File: src/sv/rhcs_pkg.sv
`timescale 1ns / 1ps

package rhcs_pkg;

    localparam int MAX_REPORT_BYTES_DEF = 4096;

    localparam logic [31:0] FNV_BASIS = 32'd2166136261;
    localparam logic [31:0] FNV_PRIME = 32'd16777619;
    localparam logic [15:0] CELL_MAX  = 16'hffff;

    localparam int COUNT_W = 12;
    localparam int CELL_W  = 16;
    localparam int SUM_W   = 27;
    localparam int HASH_W  = 32;

    // result fields, lowest bits first, padded to whole bytes
    localparam int RESULT_W   = HASH_W + 2 * COUNT_W + 2 * CELL_W + SUM_W;
    localparam int RESULT_PAD = ((RESULT_W + 7) / 8) * 8 - RESULT_W;
    localparam int TDATA_W    = RESULT_W + RESULT_PAD;

    // one byte moving from the input register into the accumulators
    typedef struct packed {
        logic       valid;
        logic       last;
        logic [7:0] data;
    } step_t;

    typedef struct packed {
        logic [COUNT_W-1:0] cell_count;
        logic [COUNT_W-1:0] nonzero_count;
        logic [CELL_W-1:0]  min_cell;
        logic [CELL_W-1:0]  max_cell;
        logic [SUM_W-1:0]   cell_sum;
    } stats_t;

endpackage

File: src/sv/rhcs_fnv.sv
`timescale 1ns / 1ps

module rhcs_fnv (
    input  logic                        aclk,
    input  logic                        aresetn,
    input  rhcs_pkg::step_t             step,
    output logic [rhcs_pkg::HASH_W-1:0] hash_upd
);

    logic [rhcs_pkg::HASH_W-1:0] hash_reg;
    logic [rhcs_pkg::HASH_W-1:0] hash_next;

    // constant multiply, kept modulo 2^32
    assign hash_upd = (hash_reg ^ {24'd0, step.data}) * rhcs_pkg::FNV_PRIME;

    always_comb begin
        hash_next = hash_reg;
        if (step.valid) begin
            hash_next = step.last ? rhcs_pkg::FNV_BASIS : hash_upd;
        end
    end

    always_ff @(posedge aclk) begin
        if (!aresetn) begin
            hash_reg <= rhcs_pkg::FNV_BASIS;
        end else begin
            hash_reg <= hash_next;
        end
    end

endmodule

File: src/sv/rhcs_cell_stats.sv
`timescale 1ns / 1ps

module rhcs_cell_stats #(
    parameter int MAX_REPORT_BYTES = rhcs_pkg::MAX_REPORT_BYTES_DEF
) (
    input  logic             aclk,
    input  logic             aresetn,
    input  rhcs_pkg::step_t  step,
    output rhcs_pkg::stats_t stats_upd
);

    localparam int CellCapInt = (MAX_REPORT_BYTES / 2 > 4095) ? 4095 : MAX_REPORT_BYTES / 2;
    localparam longint SumCapRaw = longint'(CellCapInt) * 65535;
    localparam longint SumCapLong = (SumCapRaw > 134217727) ? 134217727 : SumCapRaw;
    localparam logic [rhcs_pkg::COUNT_W-1:0] CellCap = rhcs_pkg::COUNT_W'(CellCapInt);
    localparam logic [rhcs_pkg::SUM_W-1:0]   SumCap  = rhcs_pkg::SUM_W'(SumCapLong);

    logic             odd_phase_reg, odd_phase_next;
    logic [7:0]       held_low_reg, held_low_next;
    rhcs_pkg::stats_t stats_reg, stats_next;

    logic [rhcs_pkg::CELL_W-1:0] cell_value;
    logic [rhcs_pkg::SUM_W:0]    sum_wide;

    rhcs_pkg::stats_t stats_init;

    always_comb begin
        stats_init               = '0;
        stats_init.min_cell      = rhcs_pkg::CELL_MAX;
    end

    assign cell_value = {step.data, held_low_reg};
    assign sum_wide   = {1'b0, stats_reg.cell_sum} + {12'd0, cell_value};

    // stats after this byte, valid when a byte is stepped in
    always_comb begin
        stats_upd = stats_reg;
        if (odd_phase_reg) begin
            if (stats_reg.cell_count < CellCap) begin
                stats_upd.cell_count = stats_reg.cell_count + rhcs_pkg::COUNT_W'(1);
            end
            if (cell_value != '0 && stats_reg.nonzero_count < CellCap) begin
                stats_upd.nonzero_count = stats_reg.nonzero_count + rhcs_pkg::COUNT_W'(1);
            end
            if (cell_value < stats_reg.min_cell) begin
                stats_upd.min_cell = cell_value;
            end
            if (cell_value > stats_reg.max_cell) begin
                stats_upd.max_cell = cell_value;
            end
            if (sum_wide > {1'b0, SumCap}) begin
                stats_upd.cell_sum = SumCap;
            end else begin
                stats_upd.cell_sum = sum_wide[rhcs_pkg::SUM_W-1:0];
            end
        end
    end

    always_comb begin
        odd_phase_next = odd_phase_reg;
        held_low_next  = held_low_reg;
        stats_next     = stats_reg;
        if (step.valid) begin
            if (step.last) begin
                // re-arm for the next report
                odd_phase_next = 1'b0;
                held_low_next  = '0;
                stats_next     = stats_init;
            end else begin
                odd_phase_next = !odd_phase_reg;
                stats_next     = stats_upd;
                if (!odd_phase_reg) begin
                    held_low_next = step.data;
                end
            end
        end
    end

    always_ff @(posedge aclk) begin
        if (!aresetn) begin
            odd_phase_reg <= 1'b0;
            held_low_reg  <= '0;
            stats_reg     <= stats_init;
        end else begin
            odd_phase_reg <= odd_phase_next;
            held_low_reg  <= held_low_next;
            stats_reg     <= stats_next;
        end
    end

endmodule

File: src/sv/report_hash_and_cell_stats.sv
`timescale 1ns / 1ps

// channel   ports            contents
// -------   --------------   ----------------------------------------------------
// input     s_axis_*         tdata: data_byte[7:0]; tlast: last_byte
// result    m_axis_*         tdata: hash_value, cell_count, nonzero_count,
//                            min_cell, max_cell, cell_sum (low bits first)
//
// one byte is taken per cycle; the path is input register, one pass of the
// hash multiply and cell compare/add, then the result register
// the result is registered when the last byte leaves the input register
// aresetn clears the input and result valids and restarts the accumulators
// a waiting result stalls the input only when the next last byte arrives

module report_hash_and_cell_stats #(
    parameter int MAX_REPORT_BYTES = rhcs_pkg::MAX_REPORT_BYTES_DEF
) (
    input  logic                         aclk,
    input  logic                         aresetn,
    input  logic                         s_axis_tvalid,
    output logic                         s_axis_tready,
    input  logic [7:0]                   s_axis_tdata,   // data_byte[7:0]
    input  logic                         s_axis_tlast,
    output logic                         m_axis_tvalid,
    input  logic                         m_axis_tready,
    // hash_value[31:0], cell_count[43:32], nonzero_count[55:44],
    // min_cell[71:56], max_cell[87:72], cell_sum[114:88], zero pad
    output logic [rhcs_pkg::TDATA_W-1:0] m_axis_tdata
);

    logic       in_valid_reg, in_valid_next;
    logic       in_last_reg;
    logic [7:0] in_data_reg;

    logic out_valid_reg, out_valid_next;
    logic [rhcs_pkg::TDATA_W-1:0] out_data_reg;

    logic                        consume;
    logic                        s_xfer;
    rhcs_pkg::step_t             step;
    logic [rhcs_pkg::HASH_W-1:0] hash_upd;
    rhcs_pkg::stats_t            stats_upd;

    // a last byte needs a free result slot, other bytes always go through
    assign consume = in_valid_reg && !(in_last_reg && out_valid_reg && !m_axis_tready);
    assign s_axis_tready = !in_valid_reg || consume;
    assign s_xfer = s_axis_tvalid && s_axis_tready;

    assign step.valid = consume;
    assign step.last  = in_last_reg;
    assign step.data  = in_data_reg;

    rhcs_fnv u_fnv (
        .aclk     (aclk),
        .aresetn  (aresetn),
        .step     (step),
        .hash_upd (hash_upd)
    );

    rhcs_cell_stats #(
        .MAX_REPORT_BYTES (MAX_REPORT_BYTES)
    ) u_cell_stats (
        .aclk      (aclk),
        .aresetn   (aresetn),
        .step      (step),
        .stats_upd (stats_upd)
    );

    always_comb begin
        in_valid_next = s_xfer || (in_valid_reg && !consume);
    end

    always_comb begin
        out_valid_next = (consume && in_last_reg) || (out_valid_reg && !m_axis_tready);
    end

    always_ff @(posedge aclk) begin
        if (!aresetn) begin
            in_valid_reg  <= 1'b0;
            out_valid_reg <= 1'b0;
        end else begin
            in_valid_reg  <= in_valid_next;
            out_valid_reg <= out_valid_next;
        end
    end

    always_ff @(posedge aclk) begin
        if (s_xfer) begin
            in_data_reg <= s_axis_tdata;
            in_last_reg <= s_axis_tlast;
        end
        if (consume && in_last_reg) begin
            out_data_reg <= {{rhcs_pkg::RESULT_PAD{1'b0}},
                             stats_upd.cell_sum,
                             stats_upd.max_cell,
                             stats_upd.min_cell,
                             stats_upd.nonzero_count,
                             stats_upd.cell_count,
                             hash_upd};
        end
    end

    assign m_axis_tvalid = out_valid_reg;
    assign m_axis_tdata  = out_data_reg;

    a_result_follows_last: assert property (@(posedge aclk) disable iff (!aresetn)
        consume && in_last_reg |=> m_axis_tvalid)
        else $error("no result after a last byte");

    a_no_overwrite: assert property (@(posedge aclk) disable iff (!aresetn)
        out_valid_reg && !m_axis_tready |-> !(consume && in_last_reg))
        else $error("pending result overwritten");

    a_ready_when_empty: assert property (@(posedge aclk) disable iff (!aresetn)
        !in_valid_reg |-> s_axis_tready)
        else $error("input stalled with empty input register");

    a_nonzero_le_count: assert property (@(posedge aclk) disable iff (!aresetn)
        consume && in_last_reg |-> stats_upd.nonzero_count <= stats_upd.cell_count)
        else $error("nonzero count above cell count");

endmodule

File: config.mk
export PLATFORM = sky130hd
export DESIGN_NAME = report_hash_and_cell_stats
export DESIGN_NICKNAME = d
export VERILOG_FILES = /design/src/sv/rhcs_pkg.sv /design/src/sv/rhcs_fnv.sv /design/src/sv/rhcs_cell_stats.sv /design/src/sv/report_hash_and_cell_stats.sv
export SDC_FILE = /design/constraint.sdc
export NUM_CORES = 1
export LEC_CHECK = 0
export BUFFER_PORTS_ARGS = -buffer_cell sky130_fd_sc_hd__buf_2
export CAP_MARGIN = 20
export CORE_ASPECT_RATIO = 1.5
export CORE_MARGIN = 4
export CORE_UTILIZATION = 30
export DETAILED_ROUTE_END_ITERATION = 8
export PLACE_DENSITY = 0.54
export SYNTH_ARGS = -nofsm -noshare
export SYNTH_HDL_FRONTEND = slang
export SYNTH_SLANG_ARGS = --single-unit
File: constraint.sdc
create_clock -name aclk -period 5.45 [get_ports aclk]
set_input_delay 1.09 -clock aclk [delete_from_list [all_inputs] [get_ports aclk]]
set_output_delay 1.09 -clock aclk [all_outputs]
set_load 0.005 [all_outputs]
==> results_dict.tcl <==
set metrics [dict create \
    outcome "completed" \
    via_count 13110 \
    start_util 0.3041 \
    stdcell_area_sq_um 20820 \
    firstDrtPassIters 7 \
    ys_async_sr_fraction 0 \
    place.gp.congestion 0.8810 \
    core_sq_um 55970 \
    ios 135 \
    cts_sinks 250 \
    fmax_mhz 188.7 \
    startpoint_type "flip-flop" \
    drive_gt1_frac 0.2095 \
    vias_per_cell 4.856 \
    cap_violations 0 \
    ant_nets 0 \
    avgSynthCellArea_sq_um 10.04 \
    ys.flop_type "dfxtp_1" \
    synthCells 1696 \
    setup_viol 0 \
    syn-cell-area_sq_um 17020 \
    grt_pass1_wl_mm 77.36 \
    largest_reg_flops 115 \
    die_h_um 299.7 \
    syn2layout_area_growth_pct 22.29 \
    cts_root_buffer "clkbuf_16" \
    globalRouteTotalUtil 0.1601 \
    critPathKind "reg -> reg" \
    grt_max_degree 52 \
    end_kind "flip-flop" \
    grt_setup_unrepaired "true" \
    dp_hpwl_mm 38.40 \
    hold_viol_final 0 \
    rows 106 \
    hp-class "reg -> reg" \
    yosys_warnings 0 \
    fp.dieArea_sq_um 60700 \
    placed_cell_area_sq_um 19270 \
    worstMarginPinSlew_ns 0.9377 \
    drv_slew 0 \
    required_ns 5.77 \
    hold_buffers 0 \
    cts_buffer_depth 3 \
    netlist.area_leader.share 0.2187 \
    wire_per_inst_um 18.37 \
    cts_buffers 28 \
    antenna_found_initial 2 \
    whs_path_depth 2 \
    grt_pass1_vias 13620 \
    worst-r2r-cell-count 21 \
    io_buffers 129 \
    layout.nets 2243 \
    fin_util 0.3719 \
    slew_headroom 0.3726 \
    clk-insertion-delay-late_ns 0.57 \
    yosys-top-cells-area "edfxtp_1, ha_1, dfxtp_1" \
    postRouteWirelength_mm 49.59 \
    min_period_over_period 0.9725 \
    drcViolationCount 0 \
    clk_pin_slew_worst_paths_ns 0.06 \
    synth_area_leader_cell "edfxtp_1" \
    h-tree-depth 1 \
    finalSetupTns_ns 0 \
    ys_ff_latch 250 \
    ys_seq_area_frac 0.3669 \
    critPathMaxFanout 3 \
    drt_iter0_drc 622 \
    dieWidth_um 202.5 \
    fin_crit_ns 5.300 \
    worstPathArrival_ns 5.62 \
    grt_overflow 0 \
    finClkSkew_ns 0.01549 \
    synth-edff-count 124 \
    yosysUniqueCellTypes 73 \
    cts_tree "done" \
]
## cells in the mapped netlist (3+ instances only)
| cell type | instances |
|---|---|
| ha_1 | 234 |
| inv_1 | 231 |
| nand2_1 | 132 |
| dfxtp_1 | 126 |
| edfxtp_1 | 124 |
| nor2_1 | 105 |
| fa_1 | 75 |
| o21ai_0 | 69 |
| a21oi_1 | 64 |
| xnor2_1 | 56 |
| clkbuf_1 | 52 |
| a22o_1 | 44 |
| a21o_1 | 37 |
| a22oi_1 | 35 |
| xor2_1 | 33 |
| nand3_1 | 32 |
| and3_1 | 19 |
| mux2i_1 | 18 |
| nor3_1 | 16 |
| nand4_1 | 15 |
| o21a_1 | 15 |
| nand2b_1 | 12 |
| a31oi_1 | 10 |
| o211ai_1 | 10 |
| a211oi_1 | 9 |
| and2_1 | 7 |
| nor2b_1 | 7 |
| nor4_1 | 7 |
| a211o_1 | 6 |
| buf_4 | 6 |
| mux2_2 | 6 |
| a2111oi_0 | 5 |
| a221o_1 | 5 |
| nand3b_1 | 5 |
| o21ai_1 | 5 |
| o21bai_1 | 5 |
| a221oi_1 | 4 |
| o31a_1 | 4 |
| or2_2 | 4 |
| a21oi_2 | 3 |
| buf_1 | 3 |
| o2bb2ai_1 | 3 |
## final cells by class
cell class | count | area, sq um
antenna | 1 | 2.502
clock buffer | 34 | 764.5
clock inverter | 18 | 153.9
fill | 5663 | 35150
inverter | 233 | 874.6
multi-input combinational | 1153 | 10230
sequential | 250 | 6250
tap | 756 | 945.9
timing repair buffer | 255 | 1595
## logic make-up (layout without fill, tap and decap cells)
family	count (synthesis)	in the layout	synth area share
AO/OA/AOI/OAI	350	350	0.1421
XOR/XNOR	89	89	0.04579
adder cells (fa/ha/maj)	309	309	0.2602
buffers and inverters	297	540	0.06740
flip-flops	250	250	0.3669
multiplexers	24	24	0.01455
other	1	6	0.0002203
AND/OR/NAND/NOR	376	376	0.1028
## routing by layer
| layer | GRT usage | share of wire |
|---|---|---|
| met1 | 0.1775 | 0.38 |
| met2 | 0.3184 | 0.55 |
| met3 | 0.01856 | 0.035 |
| met4 | 0.04384 | 0.028 |
| met5 | 0 | 0 |
## stage by stage
| stage | hold slack [ns] | instances | setup WS [ns] |
|---|---|---|---|
| floorplan | 0.4424 | 1700 | -0.01362 |
| finish | 0.4741 | 2700 | 0.1501 |
| detailed placement | 0.4552 | 2635 | -0.3050 |
| global route | 0.5023 | 2699 | -0.06792 |
| CTS | 0.4788 | 2687 | 0.0006422 |
| global placement | 0.4513 | 2635 | -0.2577 |
## final timing paths
check / slack (ns) / startpoint / endpoint
worst min register to register: 0.47 / u_cell_stats.stats_reg[48]$_SDFFE_PN1P_ / u_cell_stats.stats_reg[48]$_SDFFE_PN1P_
worst min-delay path: 0.47 / u_cell_stats.stats_reg[48]$_SDFFE_PN1P_ / u_cell_stats.stats_reg[48]$_SDFFE_PN1P_
worst max register to register: 0.15 / in_data_reg[2]$_DFFE_PP_ / m_axis_tdata[26]$_DFFE_PP_
worst max-delay path: 0.15 / in_data_reg[2]$_DFFE_PP_ / m_axis_tdata[26]$_DFFE_PP_
## worst max-delay path, cell delays in order, from the launching register on
cell and delay [ns]:
edfxtp_1 0.43, xor2_2 0.19, buf_4 0.16, ha_4 0.28
ha_4 0.20, fa_1 0.44, ha_2 0.20, fa_1 0.44
ha_1 0.28, inv_1 0.05, fa_1 0.55, inv_2 0.05
ha_4 0.24, a21o_1 0.16, a21o_1 0.19, a211oi_2 0.32
o21ai_4 0.13, nand2_2 0.10, o21a_1 0.16, nor3_1 0.06
o31a_1 0.29, buf_4 0.14
## timing repair
action | 4_1_cts | 5_1_grt
gates resized for setup | 29 | 63
endpoints found under the setup margin | 23 | 30
buffers inserted | 1 | 12
pin swaps | 9 | 61
gates cloned | 0 | 0
## placed cells by master, fill, tap and decap left out, types with 7 or more instances in the layout
master	instances
nand3_1	30
and3_1	18
xnor2_1	54
edfxtp_1	124
mux2i_1	18
a31oi_1	10
clkbuf_16	29
ha_4	19
fa_1	74
o21ai_0	64
nand2_1	129
xor2_1	22
buf_4	125
nand2b_1	12
ha_2	10
buf_2	129
a211oi_1	7
nor4_1	7
xor2_2	10
dfxtp_1	125
nor3_1	14
nor2_1	99
inv_1	227
o21ai_1	7
nand4_1	15
nor2b_1	7
a21o_1	36
a22o_1	44
o21a_1	15
a22oi_1	35
a21oi_1	58
ha_1	205
o211ai_1	10
Power is left out: the tool's default activity adds up to more than one toggle a clock period on the data nets, which glitch-free logic cannot reach.
